`src/hdl/pdma_pkg.sv`:
```
`timescale 1ns / 1ps
// Shared constants, types and sequencer states of the motion accumulator.
package pdma_pkg;

  localparam int TABLE_ENTRIES = 8;
  localparam int IDX_W = (TABLE_ENTRIES > 1) ? $clog2(TABLE_ENTRIES) : 1;
  localparam int CNT_W = $clog2(TABLE_ENTRIES + 1);

  typedef enum logic [1:0] {
    FUNC_MOTION      = 2'd0,
    FUNC_FRAME       = 2'd1,
    FUNC_PAIR_LEFT   = 2'd2,
    FUNC_PAIR_RIGHT  = 2'd3
  } func_t;

  typedef enum logic [2:0] {
    ST_IDLE,
    ST_LOOKUP,
    ST_ADD_X,
    ST_ADD_Y,
    ST_APPEND,
    ST_CLEAR,
    ST_REPORT,
    ST_EMIT
  } state_t;

  // Button transition flag bits
  localparam int BTN_PRI_DOWN = 0;
  localparam int BTN_PRI_UP   = 1;
  localparam int BTN_SEC_DOWN = 2;
  localparam int BTN_SEC_UP   = 3;

  localparam logic signed [31:0] SUM_MAX = 32'sh7FFF_FFFF;
  localparam logic signed [31:0] SUM_MIN = 32'sh8000_0000;

endpackage

```
`src/hdl/pdma_if.sv`:
```
`timescale 1ns / 1ps
// Valid/ready channels: input event words and role report words.
interface pdma_evt_if;
  logic               valid;
  logic               ready;
  logic [1:0]         func;
  logic [15:0]        device_id;
  logic signed [15:0] delta_x;
  logic signed [15:0] delta_y;
  logic [15:0]        button_flags;

  modport source (output valid, func, device_id, delta_x, delta_y, button_flags,
                  input ready);
  modport sink (input valid, func, device_id, delta_x, delta_y, button_flags,
                output ready);
endinterface

interface pdma_rpt_if;
  logic               valid;
  logic               ready;
  logic               left_assigned;
  logic               left_found;
  logic signed [31:0] left_sum_x;
  logic signed [31:0] left_sum_y;
  logic               left_primary_down;
  logic               left_secondary_down;
  logic               right_assigned;
  logic               right_found;
  logic signed [31:0] right_sum_x;
  logic signed [31:0] right_sum_y;
  logic               right_primary_down;
  logic               right_secondary_down;

  modport source (output valid, left_assigned, left_found, left_sum_x, left_sum_y,
                  left_primary_down, left_secondary_down, right_assigned,
                  right_found, right_sum_x, right_sum_y, right_primary_down,
                  right_secondary_down,
                  input ready);
  modport sink (input valid, left_assigned, left_found, left_sum_x, left_sum_y,
                left_primary_down, left_secondary_down, right_assigned,
                right_found, right_sum_x, right_sum_y, right_primary_down,
                right_secondary_down,
                output ready);
endinterface

```
`src/hdl/per_device_motion_accumulator.sv`:
```
`timescale 1ns / 1ps
// Per-device motion accumulator: device table, pairing roles and role report.
//
// Keeps a table of up to TABLE_ENTRIES pointing devices (package constant),
// each with saturating 32-bit x/y motion sums and primary/secondary held bits.
// One word on evt is one of: motion event, frame start (clears all sums),
// start left pairing or start right pairing. Every accepted word yields exactly
// one report word on rpt with the state of the devices bound to the left and
// right roles, taken after the word's update. Work is done by a small sequencer
// that steps through the table one entry per cycle and shares one saturating
// 32-bit adder between the x and y sums. evt.ready is high only while the
// sequencer is idle; a finished report sits in the rpt output register, so the
// next word can be taken while that report waits.
// Steps per word: a motion word walks the table to find its device, then
// either updates the x and y sums, appends a new entry, or (table full) does
// neither; a frame start walks the table clearing sums; a pairing start goes
// straight on. Every word then walks the table once more to build the
// report, and ends in the emit state. The longest word is a motion hit on the
// last entry of a full table. There is no clearing pass after reset.
module per_device_motion_accumulator (
  input  logic         clk,
  input  logic         rst,
  pdma_evt_if.sink     evt,
  pdma_rpt_if.source   rpt
);
  import pdma_pkg::*;

  // Device table (only entries below count are ever read)
  logic [15:0]        entry_id        [TABLE_ENTRIES];
  logic signed [31:0] entry_sum_x     [TABLE_ENTRIES];
  logic signed [31:0] entry_sum_y     [TABLE_ENTRIES];
  logic               entry_primary   [TABLE_ENTRIES];
  logic               entry_secondary [TABLE_ENTRIES];
  logic [CNT_W-1:0]   count;

  // Roles and pairing
  logic [15:0] left_role_id;
  logic [15:0] right_role_id;
  logic        pair_left;
  logic        pair_right;

  // Sequencer
  state_t           state, state_next;
  logic [CNT_W-1:0] scan;
  logic [IDX_W-1:0] idx;
  logic             scan_done;

  // Latched word
  logic [15:0]        cur_id;
  logic signed [15:0] cur_dx;
  logic signed [15:0] cur_dy;
  logic [3:0]         cur_flags;

  // Report being built
  logic               rep_l_found, rep_r_found;
  logic signed [31:0] rep_l_x, rep_l_y, rep_r_x, rep_r_y;
  logic               rep_l_pri, rep_l_sec, rep_r_pri, rep_r_sec;

  // Output register
  logic               out_valid;
  logic               out_l_asg, out_l_found, out_l_pri, out_l_sec;
  logic               out_r_asg, out_r_found, out_r_pri, out_r_sec;
  logic signed [31:0] out_l_x, out_l_y, out_r_x, out_r_y;

  // Control strobes
  logic accept, do_add_x, do_add_y, do_append, do_clear, scan_inc, scan_clr;
  logic rep_cap, load_out, id_hit;

  // Shared saturating adder
  logic signed [31:0] add_a, add_b, add_res;
  logic signed [32:0] add_wide;

  assign idx       = scan[IDX_W-1:0];
  assign scan_done = (scan == count);
  assign id_hit    = (entry_id[idx] == cur_id);
  assign accept    = evt.valid && evt.ready;
  assign evt.ready = (state == ST_IDLE);

  always_comb begin
    if (state == ST_ADD_Y) begin
      add_a = entry_sum_y[idx];
      add_b = 32'(cur_dy);
    end else begin
      add_a = entry_sum_x[idx];
      add_b = 32'(cur_dx);
    end
    add_wide = 33'(add_a) + 33'(add_b);
    // Overflow when the two top bits of the wide sum disagree
    if (add_wide[32] != add_wide[31]) begin
      add_res = add_wide[32] ? SUM_MIN : SUM_MAX;
    end else begin
      add_res = add_wide[31:0];
    end
  end

  // Next state
  always_comb begin
    state_next = state;
    case (state)
      ST_IDLE: begin
        if (accept) begin
          case (func_t'(evt.func))
            FUNC_MOTION: state_next = ST_LOOKUP;
            FUNC_FRAME:  state_next = ST_CLEAR;
            default:     state_next = ST_REPORT;
          endcase
        end
      end
      ST_LOOKUP: begin
        if (scan_done) begin
          state_next = (count < CNT_W'(TABLE_ENTRIES)) ? ST_APPEND : ST_REPORT;
        end else if (id_hit) begin
          state_next = ST_ADD_X;
        end
      end
      ST_ADD_X:  state_next = ST_ADD_Y;
      ST_ADD_Y:  state_next = ST_REPORT;
      ST_APPEND: state_next = ST_REPORT;
      ST_CLEAR: begin
        if (scan_done) begin
          state_next = ST_REPORT;
        end
      end
      ST_REPORT: begin
        if (scan_done) begin
          state_next = ST_EMIT;
        end
      end
      ST_EMIT: begin
        if (!out_valid || rpt.ready) begin
          state_next = ST_IDLE;
        end
      end
      default: state_next = ST_IDLE;
    endcase
  end

  // Strobes
  always_comb begin
    do_add_x  = 1'b0;
    do_add_y  = 1'b0;
    do_append = 1'b0;
    do_clear  = 1'b0;
    scan_inc  = 1'b0;
    scan_clr  = 1'b0;
    rep_cap   = 1'b0;
    load_out  = 1'b0;
    case (state)
      ST_IDLE:   scan_clr = accept;
      ST_LOOKUP: begin
        if (scan_done) begin
          do_append = (count < CNT_W'(TABLE_ENTRIES));
          scan_clr  = 1'b1;
        end else if (!id_hit) begin
          scan_inc = 1'b1;
        end
      end
      ST_ADD_X:  do_add_x = 1'b1;
      ST_ADD_Y: begin
        do_add_y = 1'b1;
        scan_clr = 1'b1;
      end
      ST_APPEND: scan_clr = 1'b1;
      ST_CLEAR: begin
        if (scan_done) begin
          scan_clr = 1'b1;
        end else begin
          do_clear = 1'b1;
          scan_inc = 1'b1;
        end
      end
      ST_REPORT: begin
        if (!scan_done) begin
          rep_cap  = 1'b1;
          scan_inc = 1'b1;
        end
      end
      ST_EMIT:   load_out = !out_valid || rpt.ready;
      default: ;
    endcase
  end

  // Control registers
  always_ff @(posedge clk) begin
    if (rst) begin
      state         <= ST_IDLE;
      scan          <= '0;
      count         <= '0;
      left_role_id  <= '0;
      right_role_id <= '0;
      pair_left     <= 1'b0;
      pair_right    <= 1'b0;
      out_valid     <= 1'b0;
    end else begin
      state <= state_next;
      if (scan_clr) begin
        scan <= '0;
      end else if (scan_inc) begin
        scan <= scan + 1'b1;
      end
      // Append happens from the lookup state, scan already equals count
      if (do_append) begin
        count <= count + 1'b1;
      end
      if (accept) begin
        case (func_t'(evt.func))
          FUNC_MOTION: begin
            // Left claim first; a right claim of the same id is then refused
            if (pair_left && evt.device_id != '0 && evt.device_id != right_role_id) begin
              left_role_id <= evt.device_id;
              pair_left    <= 1'b0;
            end else if (pair_right && evt.device_id != '0
                         && evt.device_id != left_role_id) begin
              right_role_id <= evt.device_id;
              pair_right    <= 1'b0;
            end
          end
          FUNC_FRAME: ;
          FUNC_PAIR_LEFT: begin
            pair_left  <= 1'b1;
            pair_right <= 1'b0;
          end
          default: begin
            pair_left  <= 1'b0;
            pair_right <= 1'b1;
          end
        endcase
      end
      if (load_out) begin
        out_valid <= 1'b1;
      end else if (rpt.ready) begin
        out_valid <= 1'b0;
      end
    end
  end

  // Table and payload registers
  always_ff @(posedge clk) begin
    if (accept) begin
      cur_id    <= evt.device_id;
      cur_dx    <= evt.delta_x;
      cur_dy    <= evt.delta_y;
      cur_flags <= evt.button_flags[3:0];
    end
    if (do_add_x) begin
      entry_sum_x[idx] <= add_res;
      // An up bit wins over a down bit
      if (cur_flags[BTN_PRI_UP]) begin
        entry_primary[idx] <= 1'b0;
      end else if (cur_flags[BTN_PRI_DOWN]) begin
        entry_primary[idx] <= 1'b1;
      end
      if (cur_flags[BTN_SEC_UP]) begin
        entry_secondary[idx] <= 1'b0;
      end else if (cur_flags[BTN_SEC_DOWN]) begin
        entry_secondary[idx] <= 1'b1;
      end
    end
    if (do_add_y) begin
      entry_sum_y[idx] <= add_res;
    end
    if (do_append) begin
      entry_id[idx]        <= cur_id;
      entry_sum_x[idx]     <= 32'(cur_dx);
      entry_sum_y[idx]     <= 32'(cur_dy);
      entry_primary[idx]   <= cur_flags[BTN_PRI_DOWN];
      entry_secondary[idx] <= cur_flags[BTN_SEC_DOWN];
    end
    if (do_clear) begin
      entry_sum_x[idx] <= '0;
      entry_sum_y[idx] <= '0;
    end

    // Report walk: ids in the table are unique, so at most one match per role
    if (scan_clr) begin
      rep_l_found <= 1'b0;
      rep_l_x     <= '0;
      rep_l_y     <= '0;
      rep_l_pri   <= 1'b0;
      rep_l_sec   <= 1'b0;
      rep_r_found <= 1'b0;
      rep_r_x     <= '0;
      rep_r_y     <= '0;
      rep_r_pri   <= 1'b0;
      rep_r_sec   <= 1'b0;
    end else if (rep_cap) begin
      if (left_role_id != '0 && entry_id[idx] == left_role_id) begin
        rep_l_found <= 1'b1;
        rep_l_x     <= entry_sum_x[idx];
        rep_l_y     <= entry_sum_y[idx];
        rep_l_pri   <= entry_primary[idx];
        rep_l_sec   <= entry_secondary[idx];
      end
      if (right_role_id != '0 && entry_id[idx] == right_role_id) begin
        rep_r_found <= 1'b1;
        rep_r_x     <= entry_sum_x[idx];
        rep_r_y     <= entry_sum_y[idx];
        rep_r_pri   <= entry_primary[idx];
        rep_r_sec   <= entry_secondary[idx];
      end
    end

    if (load_out) begin
      out_l_asg   <= (left_role_id != '0);
      out_l_found <= rep_l_found;
      out_l_x     <= rep_l_x;
      out_l_y     <= rep_l_y;
      out_l_pri   <= rep_l_pri;
      out_l_sec   <= rep_l_sec;
      out_r_asg   <= (right_role_id != '0);
      out_r_found <= rep_r_found;
      out_r_x     <= rep_r_x;
      out_r_y     <= rep_r_y;
      out_r_pri   <= rep_r_pri;
      out_r_sec   <= rep_r_sec;
    end
  end

  assign rpt.valid                = out_valid;
  assign rpt.left_assigned        = out_l_asg;
  assign rpt.left_found           = out_l_found;
  assign rpt.left_sum_x           = out_l_x;
  assign rpt.left_sum_y           = out_l_y;
  assign rpt.left_primary_down    = out_l_pri;
  assign rpt.left_secondary_down  = out_l_sec;
  assign rpt.right_assigned       = out_r_asg;
  assign rpt.right_found          = out_r_found;
  assign rpt.right_sum_x          = out_r_x;
  assign rpt.right_sum_y          = out_r_y;
  assign rpt.right_primary_down   = out_r_pri;
  assign rpt.right_secondary_down = out_r_sec;

endmodule
```
`src/flat_wrapper.sv`:
```
// flat-port wrapper written by rule: the top's interface ports become plain ports
module per_device_motion_accumulator_flat import pdma_pkg::*;
  (clk, rst, evt_valid, evt_func, evt_device_id, evt_delta_x, evt_delta_y, evt_button_flags, evt_ready, rpt_valid, rpt_left_assigned, rpt_left_found, rpt_left_sum_x, rpt_left_sum_y, rpt_left_primary_down, rpt_left_secondary_down, rpt_right_assigned, rpt_right_found, rpt_right_sum_x, rpt_right_sum_y, rpt_right_primary_down, rpt_right_secondary_down, rpt_ready);
  pdma_evt_if evt_i ();
  pdma_rpt_if rpt_i ();
  input  logic clk;
  input  logic rst;
  input wire logic [$bits(evt_i.valid)-1:0] evt_valid;
  input wire logic [$bits(evt_i.func)-1:0] evt_func;
  input wire logic [$bits(evt_i.device_id)-1:0] evt_device_id;
  input wire logic [$bits(evt_i.delta_x)-1:0] evt_delta_x;
  input wire logic [$bits(evt_i.delta_y)-1:0] evt_delta_y;
  input wire logic [$bits(evt_i.button_flags)-1:0] evt_button_flags;
  output wire logic [$bits(evt_i.ready)-1:0] evt_ready;
  output wire logic [$bits(rpt_i.valid)-1:0] rpt_valid;
  output wire logic [$bits(rpt_i.left_assigned)-1:0] rpt_left_assigned;
  output wire logic [$bits(rpt_i.left_found)-1:0] rpt_left_found;
  output wire logic [$bits(rpt_i.left_sum_x)-1:0] rpt_left_sum_x;
  output wire logic [$bits(rpt_i.left_sum_y)-1:0] rpt_left_sum_y;
  output wire logic [$bits(rpt_i.left_primary_down)-1:0] rpt_left_primary_down;
  output wire logic [$bits(rpt_i.left_secondary_down)-1:0] rpt_left_secondary_down;
  output wire logic [$bits(rpt_i.right_assigned)-1:0] rpt_right_assigned;
  output wire logic [$bits(rpt_i.right_found)-1:0] rpt_right_found;
  output wire logic [$bits(rpt_i.right_sum_x)-1:0] rpt_right_sum_x;
  output wire logic [$bits(rpt_i.right_sum_y)-1:0] rpt_right_sum_y;
  output wire logic [$bits(rpt_i.right_primary_down)-1:0] rpt_right_primary_down;
  output wire logic [$bits(rpt_i.right_secondary_down)-1:0] rpt_right_secondary_down;
  input wire logic [$bits(rpt_i.ready)-1:0] rpt_ready;
  assign evt_i.valid = evt_valid;
  assign evt_i.func = evt_func;
  assign evt_i.device_id = evt_device_id;
  assign evt_i.delta_x = evt_delta_x;
  assign evt_i.delta_y = evt_delta_y;
  assign evt_i.button_flags = evt_button_flags;
  assign evt_ready = evt_i.ready;
  assign rpt_valid = rpt_i.valid;
  assign rpt_left_assigned = rpt_i.left_assigned;
  assign rpt_left_found = rpt_i.left_found;
  assign rpt_left_sum_x = rpt_i.left_sum_x;
  assign rpt_left_sum_y = rpt_i.left_sum_y;
  assign rpt_left_primary_down = rpt_i.left_primary_down;
  assign rpt_left_secondary_down = rpt_i.left_secondary_down;
  assign rpt_right_assigned = rpt_i.right_assigned;
  assign rpt_right_found = rpt_i.right_found;
  assign rpt_right_sum_x = rpt_i.right_sum_x;
  assign rpt_right_sum_y = rpt_i.right_sum_y;
  assign rpt_right_primary_down = rpt_i.right_primary_down;
  assign rpt_right_secondary_down = rpt_i.right_secondary_down;
  assign rpt_i.ready = rpt_ready;
  per_device_motion_accumulator u_core (.clk(clk), .rst(rst), .evt(evt_i), .rpt(rpt_i));
endmodule
```
`config.mk`:
```
export PLATFORM = sky130hd
export DESIGN_NAME = per_device_motion_accumulator_flat
export DESIGN_NICKNAME = d
export VERILOG_FILES = /design/src/hdl/pdma_pkg.sv /design/src/hdl/pdma_if.sv /design/src/hdl/per_device_motion_accumulator.sv /design/src/flat_wrapper.sv
export SDC_FILE = /design/constraint.sdc
export NUM_CORES = 1
export LEC_CHECK = 0
export ABC_AREA = 1
export BUFFER_PORTS_ARGS = -buffer_cell sky130_fd_sc_hd__clkbuf_2
export CORE_ASPECT_RATIO = 1.25
export CORE_MARGIN = 10
export CORE_UTILIZATION = 51
export DETAILED_ROUTE_END_ITERATION = 10
export PLACE_DENSITY = 0.72
export RECOVER_POWER = 50
export SLEW_MARGIN = 20
export SYNTH_ARGS = -nofsm -noshare
export SYNTH_HDL_FRONTEND = slang
export SYNTH_SLANG_ARGS = --single-unit
```
`constraint.sdc`:
```
create_clock -name clk -period 6.85 [get_ports clk]
set_input_delay 1.0275 -clock clk [delete_from_list [all_inputs] [get_ports clk]]
set_output_delay 1.0275 -clock clk [all_outputs]
set_load 0.005 [all_outputs]
```
Word-level counts from Yosys, hierarchy flattened
Memories as Yosys holds them, arrays and structs flattened. A register that Yosys moved wholly into a read port is not among the register bits.
Cells that the tools add are included.
Storage, ports and cells
  flip-flop bits (word level): 368
  RAM bits: 656
  input port bits: 70
  output and inout port bits: 138
  word-level logic and storage cells: 176
  memories kept: 5
Cells by class
  add/sub/neg operators: 3
  order comparisons: 1
  equality and inequality tests: 24
  muxes and demuxes: 73
  bitwise logic cells: 10
  reductions and logical operators: 26
Memories
  u_core.entry_sum_x: words 8, width 32, read ports 1, clocked after memory_dff 1, write ports 1, line per_device_motion_accumulator.sv:30  | logic signed [31:0] entry_sum_x [TABLE_ENTRIES];
  u_core.entry_sum_y: words 8, width 32, read ports 1, clocked after memory_dff 1, write ports 1, line per_device_motion_accumulator.sv:31  | logic signed [31:0] entry_sum_y [TABLE_ENTRIES];
  u_core.entry_id: words 8, width 16, read ports 1, clocked after memory_dff 1, write ports 1, line per_device_motion_accumulator.sv:29  | logic [15:0] entry_id [TABLE_ENTRIES];
  u_core.entry_primary: words 8, width 1, read ports 1, clocked after memory_dff 1, write ports 1, line per_device_motion_accumulator.sv:32  | logic entry_primary [TABLE_ENTRIES];
  u_core.entry_secondary: words 8, width 1, read ports 1, clocked after memory_dff 1, write ports 1, line per_device_motion_accumulator.sv:33  | logic entry_secondary [TABLE_ENTRIES];
Operators with widths (number)
  $mux W32: 8
  $eq A16 B16 Y1: 3
  $mux W3: 16
  $reduce_bool A16 Y1: 3
  $mux W1: 42
  $add A32 B32 Y33: 1
  $ne A16 B16 Y1: 2
  $pmux W3 S7: 1
  $eq A3 B3 Y1 const B: 4
  $ne A2 B1 Y1 const B: 5
  $pmux W1 S3: 3
  $add A4 B1 Y4 const B: 2
  $or A1 B1 Y1: 8
  $reduce_and A4 Y1: 2
  $reduce_or A2 Y1: 4
  $logic_and A1 B1 Y1: 7
  $eq A3 B2 Y1 const B: 2
  $pmux W3 S2: 1
  $reduce_and A3 Y1: 2
  $reduce_and A5 Y1: 1
  $eq A4 B4 Y1: 1
  $lt A4 B4 Y1 const B: 1
  $ne A2 B2 Y1 const B: 2
  $reduce_and A2 Y1: 2
  other kinds (13): 14

Longest topological paths before layout
Gate-level depths: netlist (run 1).
  word-level depth: 7
  mapped depth: 31
  depth with buffers taken out: 26

Worst setup path before layout (run 1)
OpenSTA, ideal clock, no wires.
  kind: input -> register
  from: input rpt_ready
  to: register u_core.out_l_asg, in the netlist u_core.rpt.left_assigned (enable)
  library setup time: 634 ps
  arrival time: 6697 ps
  data required time: 6216 ps
  path slack: -481 ps
  stages: 2
  path buffers: 0
  cells stage by stage: nor2_1 nor2_1
Between the ends
  cells in the longest elaborated chain, start to end: 2
Ends and longest elaborated chain
  from (decl): line flat_wrapper.sv:28  | input wire logic [$bits(rpt_i.ready)-1:0] rpt_ready;
  $logic_or A1 B1 Y1: line per_device_motion_accumulator.sv:178  | ST_EMIT: load_out = !out_valid || rpt.ready;
  $mux W1: line per_device_motion_accumulator.sv:148  | case (state)
  named net u_core.load_out: line per_device_motion_accumulator.sv:67  | logic rep_cap, load_out, id_hit;
  to (signal assigned): line per_device_motion_accumulator.sv:304  | out_l_asg <= (left_role_id != '0);
  to (decl): line per_device_motion_accumulator.sv:61  | logic out_l_asg, out_l_found, out_l_pri, out_l_sec;
The timed path passes the listed nets, and every way through them passes these cells.
A chain may end at the register's enable or synchronous reset.

Worst setup path after layout (run 1)
  from: register u_core.scan[0]
  to: memory u_core.entry_sum_x[5][24] (enable)
Between the ends
  cells in the longest elaborated chain, start to end: 7
  elaborated cells between the ends (all ways): 11
  classes of those cells: eq/ne: 1; mux: 8; bitwise: 2
Ends and longest elaborated chain
  from (decl): line per_device_motion_accumulator.sv:44  | logic [CNT_W-1:0] scan;
  from (signal assigned): line per_device_motion_accumulator.sv:199  | scan <= scan + 1'b1;
  $eq A4 B4 Y1: line per_device_motion_accumulator.sv:74  | assign scan_done = (scan == count);
  $mux W1: line per_device_motion_accumulator.sv:151  | if (scan_done) begin
  $mux W1: line per_device_motion_accumulator.sv:148
  $mux W1: line per_device_motion_accumulator.sv:262  | if (do_append) begin
  $mux W1 (not written as such): line per_device_motion_accumulator.sv:264  | entry_sum_x[idx] <= 32'(cur_dx);
  $or A1 B1 Y1 (no source line) (2 in series)
  to (decl): line per_device_motion_accumulator.sv:30
Parallel ways exist; a longest one is shown, timed or not.

==> summary.txt, run 1 <==
Global routing
  • Gr ovfl total: 0
  • First-pass GRT wire length: approximately 170,000 µm
  • Largest net degree at the start of global routing: around 130
  • Vias in the first global route: roughly 29k
  • Initial antenna violation count: 2
  • GRT Resource Usage Total: 0.231

Power
  • Total Power: around 26 mW
  • Static leakage: around 19 nW
  • Power Density: ~520 nW/µm²
  • Worst vdd ir: between 0.3 and 0.4 mV

Detailed routing
  • WL per Instance: a little over 20 µm
  • DRC Markers: 0
  • Vias: 31.1k
  • Antenna-violating nets left: 0
  • DR iter-0 viols: 2,958
  • Via density: about 5.5
  • Pre-antenna DRT Iters: 7
  • Total Routed Length: about 120,000 µm

Outcome
  • Failing checks: max-capacitance violations, max-slew violations
  • Status: complete, but fails checks

Logic synthesis
  • Synth Area per Inst: about 10 µm²
  • Ranking of synthesized cells by area: edfxtp_1 58%, dfxtp_1 8.4%, nand2_1 7.0%, nor2_1 6.1%, o21ai_0 5.1%
  • Synth top cells by count: 844 x edfxtp_1, 817 x nand2_1, 709 x nor2_1
  • Number of flops mapped to enable cells by yosys: between 800 and 900
  • Post-Syn Area: between 40,000 and 50,000 µm²
  • Syn_nets: approximately 4.4k
  • Yosys cell types: 42
  • Yosys top cell area share: 0.582
  • Most frequent cell after synthesis: edfxtp_1
  • Share of synthesized registers carrying an async set or reset: 0
  • Cell taking the most area after synthesis: edfxtp_1
  • Sequential share of the synthesized area: 0.666
  • Yosys warns: 0
  • Cells after Synth: ~4.3k
  • Dominant synthesized flop cell: edfxtp_1
  • Seq cells post-synth: about 1.0k

Worst setup path
  • Reg2Reg Setup Slack: ~1 ns
  • Worst Path Arrival: approximately 6.1 ns
  • Setup crit start kind: flop
  • CP Max Fanout: 42
  • Setup Crit Path Kind: flop to flop
  • Crit end category: flop
  • Worst path required time: between 7 and 8 ns
  • R2r startpoint: u_core.scan[0]
  • RR Endpoint: u_core.entry_sum_x[5][24]
  • Worst r2r path cells: 11

Layout
  • Finished Cell Area: between 40,000 and 50,000 µm²
  • Net count, final: between 4k and 5k
  • # diodes: 0
  • Layout area overhead: 13.4%
  • Final Core Density: 0.585
  • Share of layout cells above drive strength 1: 0.0808
  • Layout Cells excl Fill: between 5k and 6k

Placed design
  • RD Place Congestion: approximately 0.95
  • Hpwl dp: ~75,000 µm
  • PortBufs: 195
  • Placed Area: between 40,000 and 50,000 µm²
  • Post-Place Cells: about 5.5k
  • DP Worst Slack: about 1.4 ns

Min path
  • Worst Hold Class: flop to flop
  • Hold endpoint: u_core.rpt.left_sum_x[22]
  • Hold_sp: u_core.rep_l_x[22]
  • Cells on Worst Hold Path: 0

Clocking
  • Worst skew pair latency: between 0.6 and 0.7 ns
  • Cts hold-fix bufs: 0
  • Post_cts resized: 0
  • H-tree levels: 3
  • CTS tree: built
  • Clock Path Buffers: 3
  • Clk slew on worst S/H paths: about 0.060 ns
  • Total CTS buffers: 97
  • Clock sink total: 1,027
  • # Post-CTS Setup Buffers: 0
  • Root buf cell: clkbuf_16

STA
  • Final setup violation count: 0
  • Slew of the pin with the lowest slew margin: about 3.3 ns
  • Max frequency: approximately 0.17 GHz
  • RSZ-0062 raised after global routing: no
  • Max-slew headroom: -1.23
  • Hold_ws: between 0.4 and 0.5 ns
  • Tcrit/Tclk final: 0.857
  • Setup TNS: 0 ns
  • Clk_skew: around 0.032 ns
  • Final hold vios: 0
  • Slack of the critical path: approximately 0.98 ns
  • Final Max Tran Viols: about 530
  • Post-layout min period: between 5 and 6 ns

Floorplanning
  • DIE AREA: roughly 98,000 µm²
  • I/O pins: 208
  • DIE HEIGHT: ~350 µm
  • Starting Density: 0.516
  • Core box area: between 80,000 and 90,000 µm²
  • Num rows: 119
  • Die width: 281 µm

Run
  • Max-Cap Viols: 13
## worst max-delay path, cell delays in order, from the launching register on
cell and delay, ns:
dfxtp_1 0.39, inv_1 0.19, nand2_1 0.07, a21oi_1 0.11, and2_0 0.24, inv_1 0.08
nor3_1 0.69, inv_1 0.89, nand3_1 0.51, nand2_1 0.10, inv_1 0.06, clkbuf_1 2.04
## worst max-delay path by stage
stage                           endpoint  slack [ns]             from  depth (start not counted)
2_1_floorplan   u_core.rpt.left_assigned        1.78        rpt_ready                          2
3_3_place_gp   u_core.entry_sum_y[7][29]        1.49             flop                         20
3_5_place_dp   u_core.entry_sum_y[7][29]        1.41             flop                         20
4_1_cts        u_core.entry_sum_y[7][29]        1.35             flop                         20
5_1_grt           u_core.left_role_id[3]        0.61  u_core.state[0]                         10
6_report       u_core.entry_sum_x[5][24]        0.98   u_core.scan[0]                         11
## flip-flops by register name (all words and copies together) (netlist names), 32 cells and up, named ones only
name                    count
u_core.entry_sum_x        256
u_core.entry_sum_y        256
u_core.entry_id           128
u_core.rep_l_x             32
u_core.rep_l_y             32
u_core.rep_r_x             32
u_core.rep_r_y             32
u_core.rpt.left_sum_x      32
u_core.rpt.left_sum_y      32
u_core.rpt.right_sum_x     32
u_core.rpt.right_sum_y     32
## report_power, final
part           internal, mW  total (mW)  switching [mW]
combinational          2.87        9.96            7.09
sequential             10.1        10.3           0.233
clock                  3.28        5.57            2.29
total                  16.3        25.9            9.62
## layout by cell type (no fill, tap or decap), types with 82 or more instances in the layout
master     instances
a21oi_1           82
buf_4            126
clkbuf_1         169
clkbuf_16         99
dfxtp_1          180
edfxtp_1         844
inv_1            443
nand2_1          817
nand3_1          129
nor2_1           708
o21ai_0          437
o22ai_1          105
## kinds of logic after synthesis
logic type	share of synthesized area
AOI/OAI and AO/OA	0.0857
xor gates and xnor gates	0.0127
DFF	0.666
adders and majority gates	0.0102
and+or+nand+nor	0.166
buffers and inverters	0.0596
## final cells by class
type,instances,area [µm²]
Sequential cell,1027,29000
Fill cell,6931,35000
Multi-Input combinational cell,2575,12000
Tap cell,1089,1360
Timing Repair Buffer,349,1990
Inverter,450,1700
Clock inverter,56,693
Clock buffer,125,2660
## routing by layer
metal	GRT usage	vias to the layer above	wire length, µm
li1	-	14855	-
met1	0.296	14726	46400
met2	0.383	1328	55300
met3	0.0375	237	9650
met4	0.104	0	5140
met5	0	-	0
Note: power is estimated with default switching activity, not from simulation.
==> inputs of run 2 (changes only) <==
--- a/config.mk
+++ b/config.mk
@@ -9,9 +9,9 @@
 export BUFFER_PORTS_ARGS = -buffer_cell sky130_fd_sc_hd__clkbuf_2
 export CORE_ASPECT_RATIO = 1.25
 export CORE_MARGIN = 10
-export CORE_UTILIZATION = 51
+export CORE_UTILIZATION = 50
 export DETAILED_ROUTE_END_ITERATION = 10
-export PLACE_DENSITY = 0.72
+export PLACE_DENSITY = 0.71
 export RECOVER_POWER = 50
 export SLEW_MARGIN = 20
 export SYNTH_ARGS = -nofsm -noshare
==> run 2 against run 1 <==
Effect of this change: the flow still finishes with violations (max-capacitance violations, max-slew violations); worst hold slack about the same; critical path depth stayed put; non-clock buffer count decreased by 1; design area is 0.19% lower; sequential power about the same; first-iteration DRC count is 11% higher; combinational power is 2.6% lower; flip-flop and latch count unchanged; largest power group unchanged; highest routed layer is now met5.
==> summary.txt, run 2 (synthesis results as in run 1) <==
Floorplanning
  • Num rows: 120 (+0.84%)
  • DIE AREA: 99,400 µm² (+1.9%)
  • I/O pins: 208 (unchanged)
  • Starting Density: 0.506 (-0.00966)
  • Die width: 284 µm (+0.92%)
  • DIE HEIGHT: 350 µm (+0.94%)
  • Core box area: 86,000 µm² (+1.9%)

Worst setup path
  • Setup Crit Path Kind: flop to flop
  • Crit-path slowest cell: clkbuf_1
  • Max stage delay on crit path: 2.02 ns (-0.02 ns)
  • Worst Path Arrival: 6.26 ns (+0.18 ns)
  • CP Max Fanout: 33 (-21%)
  • Most used cell, CP: inv_1
  • Worst r2r path cells: 11 (unchanged)
  • Worst-path cell chain: inv_1 -> nand2_1 -> a21oi_1 -> and2_0 -> inv_1 -> nor3_1 -> inv_1 -> nand3_1 -> nand2_1 -> inv_1 -> clkbuf_1
  • Crit end category: flop
  • Critical path's top delay family: buffers and inverters
  • Setup crit start kind: flop
  • Worst path required time: 7.05 ns (about the same)
  • Crit. path cell count: 11 (unchanged)
  • Worst path bufs/invs: 5 (unchanged)

Global routing
  • Initial antenna violation count: 3 (+1)
  • Vias in the first global route: 29.3k (+0.64%)
  • GRT Resource Usage Total: 0.227 (-0.00406)
  • Gr ovfl total: 0 (unchanged)
  • First-pass GRT wire length: 173,000 µm (+0.69%)
  • Largest net degree at the start of global routing: 141 (+9.3%)

STA
  • Max-slew headroom: -1.10 (+0.133)
  • Setup TNS: 0 ns (unchanged)
  • Slack of the critical path: 0.786 ns (-0.192 ns)
  • Final Max Tran Viols: 488 (-7.0%)
  • Post-layout min period: 6.06 ns (+0.192 ns)
  • Max frequency: 0.165 GHz (-3.2%)
  • Slew of the pin with the lowest slew margin: 3.15 ns (-0.200 ns)
  • Final hold vios: 0 (unchanged)
  • Final setup violation count: 0 (unchanged)
  • Clk_skew: 0.0467 ns (+0.0144 ns)
  • RSZ-0062 raised after global routing: no
  • Tcrit/Tclk final: 0.885 (+0.0280)

Detailed routing
  • Antenna-violating nets left: 0 (unchanged)
  • WL per Instance: 20.4 µm (-0.91%)
  • DRC Markers: 0 (unchanged)
  • Vias: 31.1k (-0.18%)
  • Pre-antenna DRT Iters: 6 (-1)
  • DR iter-0 viols: 3,295 (+11%)
  • Via density: 5.42 (-1.3%)
  • Total Routed Length: 117,000 µm (+0.25%)

Clocking
  • Cts hold-fix bufs: 0 (unchanged)
  • Post_cts resized: 0 (unchanged)
  • H-tree levels: 3 (unchanged)
  • CTS tree: built
  • # Post-CTS Setup Buffers: 0 (unchanged)
  • Clk slew on worst S/H paths: 0.06 ns (about the same)
  • Root buf cell: clkbuf_16
  • Clock Path Buffers: 3 (unchanged)
  • Clock sink total: 1,027 (unchanged)
  • Worst skew pair latency: 0.69 ns (about the same)
  • Total CTS buffers: 95 (-2.1%)

Power
  • Worst vdd ir: 0.437 mV (+28%)
  • Static leakage: 19.1 nW (-0.52%)
  • Power Density: 516 nW/µm² (-1.5%)

Layout
  • Most common cell after layout, fill and taps aside: edfxtp_1
  • # diodes: 0 (unchanged)
  • Layout area overhead: 13.2%
  • Final Core Density: 0.573 (-0.0120)
  • Share of layout cells above drive strength 1: 0.0760 (-0.00474)
  • Layout Cells excl Fill: 5,737 (+1.2%)
  • Commonest non-fill, non-tap cells in the layout: 844 x edfxtp_1, 817 x nand2_1, 708 x nor2_1, 443 x inv_1, 437 x o21ai_0
  • Top flop regs: u_core.entry_sum_x (256), u_core.entry_sum_y (256), u_core.entry_id (128)
  • Net count, final: 4,602 (-0.065%)

Placed design
  • Hpwl dp: 75,100 µm (+0.83%)
  • Post-Place Cells: 5,559 (+1.3%)
  • RD Place Congestion: 0.962 (+0.93%)
  • PortBufs: 195 (unchanged)
  • DP Worst Slack: 1.47 ns (+0.0548 ns)

Outcome
  • Failing checks: max-capacitance violations, max-slew violations
  • Status: complete, but fails checks

Min path
  • Cells on Worst Hold Path: 0 (unchanged)
  • Worst Hold Class: flop to flop

Run
  • Max-Cap Viols: 12 (-1)
-- run 2: power by group --
group,switching [mW],internal (mW)
sequential,0.219,10.1
combinational,6.95,2.75
clock,2.30,3.10
total,9.47,16.0
-- run 2: cell type report --
cell class	count	area [µm²]
Tap cell	1159	1450
Clock buffer	124	2670
Timing Repair Buffer	348	1930
Clock inverter	54	561
Sequential cell	1027	29000
Fill cell	7240	36700
Inverter	450	1700
Multi-Input combinational cell	2575	12000
-- run 2: path summary, 6_finish.rpt --
kind	start	endpoint	slack, ns
worst max register to register	u_core.scan[0]	u_core.entry_sum_y[5][9]	0.79
worst min register to register	u_core.rep_r_x[27]	u_core.rpt.right_sum_x[27]	0.43
worst min-delay path	u_core.rep_r_x[27]	u_core.rpt.right_sum_x[27]	0.43
worst max-delay path	u_core.scan[0]	u_core.entry_sum_y[5][9]	0.79
-- run 2: routing by layer --
| layer | wire [µm] | vias up | part of all wire | GRT usage |
|---|---|---|---|---|
| met3 | 9440 | 253 | 0.081 | 0.0364 |
| met1 | 47100 | 14707 | 0.40 | 0.288 |
| met5 | 24 | - | 0.00021 | 0 |
| met2 | 55200 | 1297 | 0.47 | 0.384 |
| met4 | 5060 | 4 | 0.043 | 0.0998 |
| li1 | - | 14829 | - | - |
-- run 2: stage by stage --
step                      instance area, µm²  hold slack (ns)  power [mW]
final                                  49300            0.428        25.4
after global routing                   49300            0.435        26.6
after CTS                              49600            0.417        25.5
after detailed placement               46400            0.415        20.1
after global placement                 46400            0.411        19.9
after floorplan                        43600            0.408        15.5
-- run 2: worst reg2reg max path, cell delays in order (launching register included) --
cell and delay, ns:
dfxtp_1 0.39, inv_1 0.20, nand2_1 0.08, a21oi_1 0.12
and2_0 0.26, inv_1 0.08, nor3_1 0.86, inv_1 0.87
nand3_1 0.52, nand2_1 0.10, inv_1 0.07, clkbuf_1 2.02
